===== src/design/mprc_pkg.sv =====
// Shared types, constants and the byte-wide CRC-16 update for the
// Modbus position reply checker. No dependencies.
`default_nettype none

package mprc_pkg;

  localparam int unsigned BUFFER_BYTES_DEF = 16;

  localparam int unsigned CountW  = 5;
  localparam int unsigned CrcW    = 16;
  localparam int unsigned PosW    = 32;
  localparam int unsigned StatusW = 2;

  localparam logic [CrcW-1:0]   CrcPoly    = 16'hA001;
  localparam logic [CrcW-1:0]   CrcInit    = 16'hFFFF;
  localparam logic [CountW-1:0] GoodLength = 5'd9;
  localparam logic [CountW-1:0] CrcSpan    = 5'd7;
  localparam logic [CountW-1:0] PayFirst   = 5'd3;
  localparam logic [CountW-1:0] PayLast    = 5'd6;
  localparam logic [CountW-1:0] CrcLoIdx   = 5'd7;
  localparam logic [CountW-1:0] CrcHiIdx   = 5'd8;

  // tdata of the result side: status, position, zero fill to whole bytes
  localparam int unsigned OutDataW = ((StatusW + PosW + 7) / 8) * 8;

  typedef enum logic [StatusW-1:0] {
    ST_OK  = 2'd0,
    ST_LEN = 2'd1,
    ST_CRC = 2'd2
  } status_e;

  typedef enum logic {
    CMD_BYTE = 1'b0,
    CMD_IDLE = 1'b1
  } cmd_e;

  // One registered input beat
  typedef struct packed {
    cmd_e       cmd;
    logic [7:0] data;
  } beat_t;

  // Reflected CRC-16, one byte, eight shift steps
  function automatic logic [CrcW-1:0] crc_byte(input logic [CrcW-1:0] crc,
                                               input logic [7:0]      b);
    logic [CrcW-1:0] c;
    c = crc ^ {8'h00, b};
    for (int i = 0; i < 8; i++) begin
      if (c[0]) begin
        c = (c >> 1) ^ CrcPoly;
      end else begin
        c = c >> 1;
      end
    end
    return c;
  endfunction

endpackage

`default_nettype wire


===== src/design/mprc_frame.sv =====
// Frame tracker: byte count, running CRC, payload capture, frame-end status
// and the result register. Depends on mprc_pkg.
`default_nettype none

module mprc_frame
  import mprc_pkg::*;
#(
  parameter int unsigned BUFFER_BYTES = BUFFER_BYTES_DEF
) (
  input  wire logic        clk_i,
  input  wire logic        rst_ni,
  input  wire logic        valid_i,
  input  wire beat_t       beat_i,
  output logic             take_o,
  output logic             out_valid_o,
  input  wire logic        out_ready_i,
  output status_e          status_o,
  output logic [PosW-1:0]  position_o
);

  localparam logic [CountW-1:0] BufLimit = CountW'(BUFFER_BYTES);

  logic [CountW-1:0] count_q, count_d, count_inc;
  logic [CrcW-1:0]   crc_q, crc_d;
  logic [PosW-1:0]   pay_q, pay_d;
  logic [CrcW-1:0]   rcrc_q, rcrc_d;
  logic [PosW-1:0]   held_q, held_d;
  logic              out_valid_q, out_valid_d;
  status_e           status_q, status_d;
  logic [PosW-1:0]   pos_q;
  logic              fire, frame_end;
  logic [CrcW-1:0]   crc_upd;
  logic [PosW-1:0]   pay_upd;
  logic [CrcW-1:0]   rcrc_upd;

  assign take_o = !out_valid_q || out_ready_i;
  assign fire   = valid_i && take_o;

  // Byte path
  assign count_inc = count_q + 1'b1;
  assign crc_upd   = (count_q < CrcSpan) ? crc_byte(crc_q, beat_i.data) : crc_q;

  always_comb begin
    pay_upd  = pay_q;
    rcrc_upd = rcrc_q;
    if (count_q >= PayFirst && count_q <= PayLast) begin
      pay_upd = {pay_q[PosW-9:0], beat_i.data};
    end else if (count_q == CrcLoIdx) begin
      rcrc_upd = {rcrc_q[15:8], beat_i.data};
    end else if (count_q == CrcHiIdx) begin
      rcrc_upd = {beat_i.data, rcrc_q[7:0]};
    end
  end

  assign frame_end = (beat_i.cmd == CMD_IDLE) || (count_inc >= BufLimit);

  always_comb begin
    logic [CountW-1:0] len;
    logic [CrcW-1:0]   crc_fin;
    logic [CrcW-1:0]   rcrc_fin;
    logic [PosW-1:0]   pay_fin;
    len      = (beat_i.cmd == CMD_IDLE) ? count_q : count_inc;
    crc_fin  = (beat_i.cmd == CMD_IDLE) ? crc_q   : crc_upd;
    rcrc_fin = (beat_i.cmd == CMD_IDLE) ? rcrc_q  : rcrc_upd;
    pay_fin  = (beat_i.cmd == CMD_IDLE) ? pay_q   : pay_upd;

    count_d     = count_q;
    crc_d       = crc_q;
    pay_d       = pay_q;
    rcrc_d      = rcrc_q;
    held_d      = held_q;
    status_d    = ST_OK;
    out_valid_d = out_valid_q && !out_ready_i;

    if (fire) begin
      if (frame_end) begin
        if (len != GoodLength) begin
          status_d = ST_LEN;
        end else if (rcrc_fin != crc_fin) begin
          status_d = ST_CRC;
        end else begin
          status_d = ST_OK;
          held_d   = pay_fin;
        end
        out_valid_d = 1'b1;
        count_d     = '0;
        crc_d       = CrcInit;
        pay_d       = '0;
        rcrc_d      = '0;
      end else begin
        count_d = count_inc;
        crc_d   = crc_upd;
        pay_d   = pay_upd;
        rcrc_d  = rcrc_upd;
      end
    end
  end

  always_ff @(posedge clk_i or negedge rst_ni) begin
    if (!rst_ni) begin
      count_q     <= '0;
      crc_q       <= CrcInit;
      pay_q       <= '0;
      rcrc_q      <= '0;
      held_q      <= '0;
      out_valid_q <= 1'b0;
    end else begin
      count_q     <= count_d;
      crc_q       <= crc_d;
      pay_q       <= pay_d;
      rcrc_q      <= rcrc_d;
      held_q      <= held_d;
      out_valid_q <= out_valid_d;
    end
  end

  // Result payload loads only with a new result
  always_ff @(posedge clk_i) begin
    if (fire && frame_end) begin
      status_q <= status_d;
      pos_q    <= held_d;
    end
  end

  assign out_valid_o = out_valid_q;
  assign status_o    = status_q;
  assign position_o  = pos_q;

`ifndef NO_ASSERTIONS
  a_count_below_limit: assert property (@(posedge clk_i) disable iff (!rst_ni)
    count_q < BufLimit)
    else $error("byte count reached buffer size without frame end");

  a_clear_after_end: assert property (@(posedge clk_i) disable iff (!rst_ni)
    fire && frame_end |=> count_q == '0 && crc_q == CrcInit)
    else $error("frame state not cleared after frame end");

  a_ok_matches_held: assert property (@(posedge clk_i) disable iff (!rst_ni)
    out_valid_q && status_q == ST_OK |-> pos_q == held_q)
    else $error("accepted result position differs from held position");

  a_no_fire_when_blocked: assert property (@(posedge clk_i) disable iff (!rst_ni)
    out_valid_q && !out_ready_i |-> !fire)
    else $error("beat consumed while result register blocked");
`endif

endmodule

`default_nettype wire


===== config.mk =====
export PLATFORM = sky130hd
export DESIGN_NAME = mprc_frame
export DESIGN_NICKNAME = d
export VERILOG_FILES = /design/src/design/mprc_pkg.sv /design/src/design/mprc_frame.sv
export SDC_FILE = /design/constraint.sdc
export NUM_CORES = 1
export LEC_CHECK = 0
export ABC_AREA = 1
export BUFFER_PORTS_ARGS = -buffer_cell sky130_fd_sc_hd__buf_2
export CELL_PAD_IN_SITES_DETAIL_PLACEMENT = 1
export CELL_PAD_IN_SITES_GLOBAL_PLACEMENT = 1
export CORE_MARGIN = 1
export CORE_UTILIZATION = 35
export CTS_BUF_LIST = sky130_fd_sc_hd__clkbuf_8
export CTS_CLUSTER_DIAMETER = 60
export DETAILED_ROUTE_END_ITERATION = 10
export GPL_TIMING_DRIVEN = 0
export PLACE_DENSITY_LB_ADDON = 0.2
export SYNTH_ARGS = -nofsm -noshare
export SYNTH_HDL_FRONTEND = slang
export SYNTH_SLANG_ARGS = --single-unit

===== constraint.sdc =====
create_clock -name clk_i -period 5.69 [get_ports clk_i]
set_input_delay 1.4225 -clock clk_i [delete_from_list [all_inputs] [get_ports clk_i]]
set_output_delay 1.4225 -clock clk_i [all_outputs]
set_load 0.005 [all_outputs]

### Word level (Yosys, flattened, before mapping)

Cells that the tools add are included.
Widths: inputs -> output; s select.

| storage, ports and cells | value |
|---|---|
| flip-flop bits (word level) | 136 |
| output and inout bits | 36 |
| word-level logic and storage cells | 68 |

| operators by class | value |
|---|---|
| add/sub/neg operators | 1 |
| magnitude comparators | 4 |
| eq/ne operators | 4 |
| multiplexer cells | 29 |
| bitwise gates (word level) | 11 |
| reductions and logical operators | 10 |

Operators by type and width:

| operator | number |
|---|---|
| $mux 16 | 16 |
| $mux 32 | 7 |
| $not 2->3 | 8 |
| $ne 16x16->1 | 1 |
| $xor 16x8->16 | 1 |
| $mux 5 | 2 |
| $add 5x1->5 const B | 1 |
| $eq 5x3->1 const B | 1 |
| $eq 5x4->1 const B | 1 |
| $ge 5x2->1 const B | 1 |
| $ge 5x5->1 const B | 1 |
| $le 5x3->1 const B | 1 |
| $lt 5x3->1 const B | 1 |
| $ne 5x4->1 const B | 1 |
| $logic_and 1x1->1 | 4 |
| $mux 1 | 3 |
| $reduce_or 3->1 | 1 |
| $logic_not 1->1 | 2 |
| $logic_or 1x1->1 | 2 |
| $mux 2 | 1 |
| $not 1->1 | 2 |
| $reduce_and 2->1 | 1 |

### Depth between registers and ports, before layout

Gate-level depths: netlist of the first run.

| logic depth | value |
|---|---|
| depth in word-level cells | 24 |
| gate-level depth with buffers | 22 |
| depth with buffers taken out | 21 |

### Least setup slack after synthesis of the first run

Ideal clock, no wire load.

| path | value |
|---|---|
| path type | input to register |
| start | in beat_i[8] (netlist name) |
| end | reg pos_q[10] (netlist: position_o[10]), data pin |
| arrival | 3.127 ns |
| slack | 2.306 ns |
| cell stages on the path | 11 |
| path through | clkbuf_1 > inv_2 > buf_1 > nand3_1 > o32ai_1 > nand2_1 > nor2_1 > nand3_4 > buf_6 > nand2_1 > nand2_1 |

| between the ends | value |
|---|---|
| longest elaborated chain between the ends | 6 |
| elaborated cells on any way between the ends | 11 |

RTL lines:

| item | RTL line | text |
|---|---|---|
| start: declaration | mprc_frame.sv:13 | `input wire beat_t beat_i,` |
| $mux 16 (on tied branches) | mprc_frame.sv:64, mprc_frame.sv:63 |  |
| $ne 16x16->1 | mprc_frame.sv:79 | `end else if (rcrc_fin != crc_fin) begin` |
| $mux 32 | mprc_frame.sv:79 |  |
| $mux 32 | mprc_frame.sv:77 | `if (len != GoodLength) begin` |
| $mux 32 (*) | mprc_frame.sv:76 | `if (frame_end) begin` |
| $mux 32 (*) | mprc_frame.sv:75 | `if (fire) begin` |
| named net held_d[10] | mprc_frame.sv:27 | `logic [PosW-1:0] held_q, held_d;` |
| end signal: assignment | mprc_frame.sv:121 | `pos_q <= held_d;` |
| end: declaration | mprc_frame.sv:30 | `logic [PosW-1:0] pos_q;` |

Mark *: on every way through the listed nets, which the timed path passes. The rest lies on a longest branch.
A chain may end at the register's enable or synchronous reset.

### Worst setup path after layout of the first run

| path | value |
|---|---|
| start | in beat_i[8] (netlist name) |
| end | reg pos_q[12] (netlist: position_o[12]), data pin |

The elaborated chain is that of the path after synthesis.

==> results by group, run 1 <==
GRT
  • Largest net degree at the start of global routing: 53
  • GRT Total Usage: 0.2216
  • Initial antenna violation count: 0
  • Gr ovfl total: 0
  • Global-route wire length before repair: 36930 µm
  • Vias in the first global route: 6949

Pwr
  • Pint: ~1.8 mW
  • Power per cell area: 346.7 mW/mm²
  • Switch share: 0.3741
  • Total net switching power: 1.088 mW
  • Power, Total: roughly 2.9 mW
  • Peak supply drop: approximately 0.15 mV
  • Logic gate share of total power: 0.284
  • Register share of total power: 0.413
  • Leakage: 4.133 nW
  • Clock power frac: 0.303

STA
  • Final setup fails: 0
  • Worst Clk Skew: 14.32 ps
  • Final Max Tran Viols: 0
  • RSZ-0062 raised after global routing: false
  • Relative slew margins: 0.4813
  • Fmax: approximately 260 MHz
  • TNS Setup: 0 ps
  • Final-report hold violation count: 0
  • Worst Tran Pin Value: about 780 ps
  • Period utilization: 0.6872
  • Post-route minimum period: 3910 ps

Worst setup path
  • Slowest stage cell, crit path: nor2_1
  • Max stage delay on crit path: ~600 ps
  • Crit path buffers/inverters: 4
  • CP max FO: 10
  • Crit-path cells: clkbuf_1 -> inv_2 -> buf_1 -> nand3_1 -> o32ai_1 -> nand2_1 -> nor2_1 -> clkbuf_1 -> nand4_1 -> nand2_1
  • Worst setup SP type: input port
  • Worst Path Arrival: roughly 4200 ps
  • Worst setup EP type: flop
  • Kind of critical path: input port to flop
  • CP delay by family, top: buffers and inverters
  • Worst EP required: about 6000 ps

Synthesis
  • Async S/R FF share, synth: 0.7500
  • Distinct cells, synth: 36
  • Sequential element share of the synthesized area: 0.4894
  • Syn. warnings: 0
  • #FFs+latches synth: ~140
  • Xor and xnor area share after synthesis: 0.004771
  • Cell area after synthesis: 0.007343 mm²
  • Top_reg_cell synth: dfrtp_1
  • EDFF count, synth: 34
  • Largest family of logic cells by synthesized area: simple AND/OR/NAND/NOR gates
  • Post-synthesis mux area share: 0
  • Post-Syn Instances: between 900 and 1000
  • Mapped Nets: 973
  • Avg Inst Size Synth: between 7 and 8 µm²
  • Post-synthesis simple-gate area fraction: 0.2755
  • Synth Area in Adders: 0.005112
  • Compound-Gate Fraction of Synth Area: 0.1384

CTS
  • Worst-path clk slew: ~90 ps
  • Post-CTS repair timing setup buffer count: 0
  • Post-CTS Resized: 0
  • Root Driver: clkbuf_8
  • Max Root-Sink Buffers: 2
  • Clock sink total: between 100 and 150
  • H-tree Lvls: 4
  • CTS Hold Buffers Added: 0
  • Worst skew pair latency: 450 ps
  • CTS Buf Count: 17
  • TritonCTS clock tree: yes

Route
  • Residual DRC: 0
  • Via count: 6736
  • DR iter-0 viols: approximately 290
  • DRT Wirelength: ~23000 µm
  • Post-route ant nets: 0
  • Via-to-Cell Ratio: 5.150
  • Pre-antenna DRT Iters: 5
  • Drt wl/cell: 17.33 µm

Placement
  • GPL Wtd Cong: between 0.8 and 0.9
  • I/O Buffers: 47
  • Detailed Place HPWL: 16570 µm

Final layout
  • Commonest non-fill, non-tap cell in the layout: nand2_1
  • Layout cell share with drive strength beyond 1: 0.1195
  • # diodes: 0
  • Commonest cells after routing, fill and taps aside: nand2_1 (352), o21ai_0 (103), inv_1 (96), dfrtp_1 (86), nand3_1 (59)
  • Layout Nets: 1041
  • Fin util: 0.4108
  • Syn-to-layout area delta: 14.28%

Floorplan
  • Io pins: just under 50
  • Vert. Die Dim: 146.8 µm
  • Die W: 146.8 µm
  • Num rows: 52
  • Core area: 0.02043 mm²
  • Initial core utilization: 0.3594
  • Die area: 0.02156 mm²

Flow run
  • # Max-Cap Violations: 0

Run status
  • Status: finished clean

Hold path
  • Hold Path Class: flop to flop
[cells by family (layout without fill, tap and decap cells)]
logic type               count (synthesis)  in the layout
adder cells (fa/ha/maj)                  3              3
AND/OR/NAND/NOR                        478            478
AO/OA/AOI/OAI                          182            182
buffers and inverters                  154            235
flip-flops                             136            136
XOR/XNOR                                 4              4
[power by group through the flow]
| stage | Combinational [mW] | Sequential [mW] | Clock [mW] |
|---|---|---|---|
| global route | 0.950 | 1.22 | 0.935 |
| CTS | 0.831 | 1.20 | 0.900 |
| global placement | 0.805 | 1.22 | 0 |
| floorplan | 0.589 | 1.19 | 0 |
| finish | 0.825 | 1.20 | 0.882 |
| detailed placement | 0.826 | 1.22 | 0 |
[synthesized netlist by cell type (2+ instances only)]
library cell / count / area share
clkinv_1: 2 / 0.0010
nand3_4: 2 / 0.0048
o211ai_1: 4 / 0.0041
buf_6: 5 / 0.0077
inv_2: 3 / 0.0015
edfxtp_1: 34 / 0.14
xnor2_1: 2 / 0.0024
nand2_1: 352 / 0.18
inv_1: 96 / 0.049
ha_1: 3 / 0.0051
or2_2: 2 / 0.0017
xor2_1: 2 / 0.0024
nor2_1: 18 / 0.0092
dfrtp_1: 86 / 0.29
o22ai_1: 40 / 0.034
a21oi_1: 13 / 0.0089
o21ai_1: 10 / 0.0068
buf_4: 3 / 0.0031
nand4_1: 41 / 0.035
buf_2: 9 / 0.0061
clkbuf_1: 32 / 0.016
a22oi_1: 5 / 0.0051
nand3_1: 59 / 0.040
buf_1: 4 / 0.0020
a32oi_1: 2 / 0.0024
dfstp_2: 16 / 0.057
o21ai_0: 103 / 0.070
[path summary, 6_finish.rpt]
kind                                  from              to  slack (ps)  cells past startpoint
worst max-delay path             beat_i[8]  position_o[12]        1780                     10
min in group asynchronous           rst_ni      held_q[24]         920                      1
worst min register to register  held_q[20]      held_q[20]         480                      2
max in group asynchronous           rst_ni        crc_q[8]        4040                      2
worst min-delay path            held_q[20]      held_q[20]         480                      2
worst max register to register  count_q[0]  position_o[23]        2060                     20
[state kept, by name, indices dropped and copies added (netlist names)]
| name | flops |
|---|---|
| count_q | 5 |
| held_q | 32 |
| pay_q | 32 |
| status_o | 2 |
| crc_q | 16 |
| position_o | 32 |
| rcrc_q | 16 |
| out_valid_o | 1 |
[final cells by class]
class                   instances  area [µm²]
multi-input cells             667        3112
clock buffers                  17       234.0
repair buffers                 49       289.0
flip-flops and latches        136        3593
fillers                      2589       12040
well taps                     270       337.8
plain buffers                  53       259.0
clock inverters                15       187.7
inverters                     101       379.1
[metal layers]
layer / global-route usage / up-vias / part of all wire
met5: 0 / - / 0
met4: 0.06979 / 0 / 0.018
met3: 0.02826 / 28 / 0.030
met2: 0.3898 / 111 / 0.51
met1: 0.2818 / 3281 / 0.44
li1: - / 3316 / -
[metrics by stage]
step	cells	hold slack [ps]	setup WS, ps	instance area (µm²)
final	1308	476.4	1780	8392
after global routing	1308	494.5	1513	8392
after CTS	1307	477.3	1753	8372
after detailed placement	1275	455.7	1284	7950
after global placement	1274	453.6	1251	7916
after floorplan	957	434.0	2306	7343
[worst reg2reg max path, delay by kind of cell (launching register included)]
kind | cells | cell delay (ps)
AND/OR/NAND/NOR | 12 | 1560
buffers and inverters | 5 | 800
flip-flops | 1 | 400
AO/OA/AOI/OAI | 2 | 380
adder cells (fa/ha/maj) | 1 | 240
(Power assumes the default switching activity.)
==> inputs of run 2 (changes only) <==
==> constraint.sdc (replaced) <==
create_clock -name clk_i -period 3.7 [get_ports clk_i]
set_input_delay 0.925 -clock clk_i [delete_from_list [all_inputs] [get_ports clk_i]]
set_output_delay 0.925 -clock clk_i [all_outputs]
set_load 0.005 [all_outputs]
==> run 2 against run 1 <==
Net effect: die area is the same; worst hold slack got worse by 58 ps; largest power group unchanged; combinational power increased by 54%; critical path depth unchanged; total power grew 54%; critical endpoint unchanged; design area is 0.30% higher; clock power grew 53%.
==> results by group, run 2 (synthesis results as in run 1) <==
Floorplan
  • Vert. Die Dim: 146.8 µm (unchanged)
  • Core area: 0.02043 mm² (unchanged)
  • Io pins: 49 (unchanged)
  • Initial core utilization: 0.3594 (unchanged)
  • Die W: 146.8 µm (unchanged)
  • Num rows: 52 (unchanged)
  • Die area: 0.02156 mm² (unchanged)

Pwr
  • Leakage: 4.151 nW (+0.45%)
  • Pint: 2.801 mW (+54%)
  • Clock power frac: 0.303 (about the same)
  • Logic gate share of total power: 0.283 (about the same)
  • Switch share: 0.3733 (-0.0008210)
  • Register share of total power: 0.414 (about the same)
  • Power per cell area: 530.9 mW/mm² (+53%)
  • Total net switching power: 1.668 mW (+53%)
  • Peak supply drop: 0.2289 mV (+53%)

Worst setup path
  • Worst setup EP type: flop
  • CP max FO: 10 (unchanged)
  • Kind of critical path: input port to flop
  • Worst Path Arrival: 3760 ps (-460 ps)
  • Worst EP required: 4010 ps (-1990 ps)
  • Worst setup SP type: input port
  • R2R depth: 20 (unchanged)
  • Worst R2R Setup Slack: 270 ps (-1790 ps)

CTS
  • Clock sink total: 136 (unchanged)
  • CTS Hold Buffers Added: 0 (unchanged)
  • CTS Buf Count: 17 (unchanged)
  • Worst skew pair latency: 450 ps (about the same)
  • H-tree Lvls: 4 (unchanged)
  • Worst-path clk slew: 90 ps (about the same)
  • Root Driver: clkbuf_8
  • Max Root-Sink Buffers: 2 (unchanged)
  • TritonCTS clock tree: yes

Final layout
  • Layout Nets: 1044 (+0.29%)
  • Fin util: 0.4120 (+0.001225)
  • # diodes: 0 (unchanged)
  • Syn-to-layout area delta: 14.62%
  • Commonest cells after routing, fill and taps aside: nand2_1 (352), o21ai_0 (103), inv_1 (95), dfrtp_1 (86), nand3_1 (59)
  • Layout cell share with drive strength beyond 1: 0.1230 (+0.003498)
  • Commonest non-fill, non-tap cell in the layout: nand2_1

STA
  • Final Max Tran Viols: 0 (unchanged)
  • Fmax: 290.0 MHz
  • Post-route minimum period: 3448 ps
  • Worst Tran Pin Value: 800.7 ps (+25.53 ps)
  • Setup ws final: 252.0 ps (-1528 ps)
  • Final setup fails: 0 (unchanged)
  • Worst Clk Skew: 16.63 ps (+2.315 ps)
  • TNS Setup: 0 ps (unchanged)
  • Relative slew margins: 0.4642 (-0.01708)
  • Final-report hold violation count: 0 (unchanged)
  • RSZ-0062 raised after global routing: false
  • Period utilization: 0.9319

Route
  • Pre-antenna DRT Iters: 4 (-1)
  • Post-route ant nets: 0 (unchanged)
  • Via-to-Cell Ratio: 5.092 (-1.1%)
  • Residual DRC: 0 (unchanged)
  • DRT Wirelength: 22660 µm (about the same)
  • Drt wl/cell: 17.28 µm (-0.29%)
  • DR iter-0 viols: 315 (+9.4%)
  • Via count: 6676 (-0.89%)

GRT
  • Largest net degree at the start of global routing: 53 (unchanged)
  • Initial antenna violation count: 0 (unchanged)
  • Global-route wire length before repair: 36980 µm (+0.13%)
  • Gr ovfl total: 0 (unchanged)
  • GRT Total Usage: 0.2219 (+0.0003375)
  • Vias in the first global route: 6958 (+0.13%)

Run status
  • Status: finished clean

Hold path
  • Hold Path Class: input port to asynchronous set/reset pin

Flow run
  • # Max-Cap Violations: 0 (unchanged)

Placement
  • Detailed Place HPWL: 16570 µm (unchanged)
  • Worst Setup Slack post-DPL: -208.4 ps (-1493 ps)
  • I/O Buffers: 47 (unchanged)
  • GPL Wtd Cong: 0.8236 (unchanged)
==> run 2: cell count changes in the layout (fill, tap and decap cells not counted), sizes merged <==
| cell | change |
|---|---|
| buf | +2 |
| clkbuf | +1 |
==> run 2: final timing paths <==
| check | start | to |
|---|---|---|
| max | beat_i[8] | position_o[12] |
| min | rst_ni | held_q[24] |
| max reg2reg | count_q[0] | position_o[30] |
| min reg2reg | held_q[16] | held_q[16] |
| max in group asynchronous | rst_ni | crc_q[8] |
| min in group clk_i | held_q[16] | held_q[16] |
==> run 2: critical path: stages <==
cell      delay (ps)
clkbuf_1         120
inv_2            190
buf_1            520
nand3_1          160
o32ai_1          420
nand2_1           90
nor2_1           620
clkbuf_1         430
nand4_1          170
nand2_1          120
==> run 2: stage by stage <==
stage                     area (µm²)  power [mW]  cells  hold WS (ps)
after floorplan                 7343       2.743    957         434.0
after global placement          7916       3.113   1274         453.6
after detailed placement        7950       3.151   1275         455.7
after CTS                       8394       4.512   1310         420.9
after global routing            8417       4.772   1311         435.3
final                           8417       4.469   1311         418.7
==> run 2: power by group through the flow <==
stage / registers, mW / logic (mW) / clock network [mW]
6_report: 1.85 / 1.27 / 1.35
5_1_grt: 1.87 / 1.46 / 1.44
4_1_cts: 1.85 / 1.28 / 1.38
3_5_place_dp: 1.88 / 1.27 / 0
3_3_place_gp: 1.87 / 1.24 / 0
2_1_floorplan: 1.84 / 0.906 / 0
==> run 2: final cells by class <==
| class | count | area (µm²) |
|---|---|---|
| fillers | 2589 | 12010 |
| flip-flops and latches | 136 | 3593 |
| multi-input cells | 667 | 3112 |
| inverters | 101 | 379.1 |
| well taps | 270 | 337.8 |
| repair buffers | 52 | 311.5 |
| plain buffers | 53 | 261.5 |
| clock buffers | 17 | 234.0 |
| clock inverters | 15 | 187.7 |
==> run 2: timing repair <==
| item | in CTS | in global routing |
|---|---|---|
| pin swaps | 1 | 0 |
| setup endpoints to repair | 16 | 32 |
| setup buffers | 3 | 0 |
| resized for setup | 0 | 2 |
| gates cloned | 0 | 0 |
==> run 2: metal layers <==
layer | share of wire | global-route usage | up-vias
met5 | 0 | 0 | -
met4 | 0.015 | 0.06979 | 0
met3 | 0.031 | 0.02826 | 19
met2 | 0.51 | 0.3900 | 101
met1 | 0.45 | 0.2826 | 3234
li1 | - | - | 3322
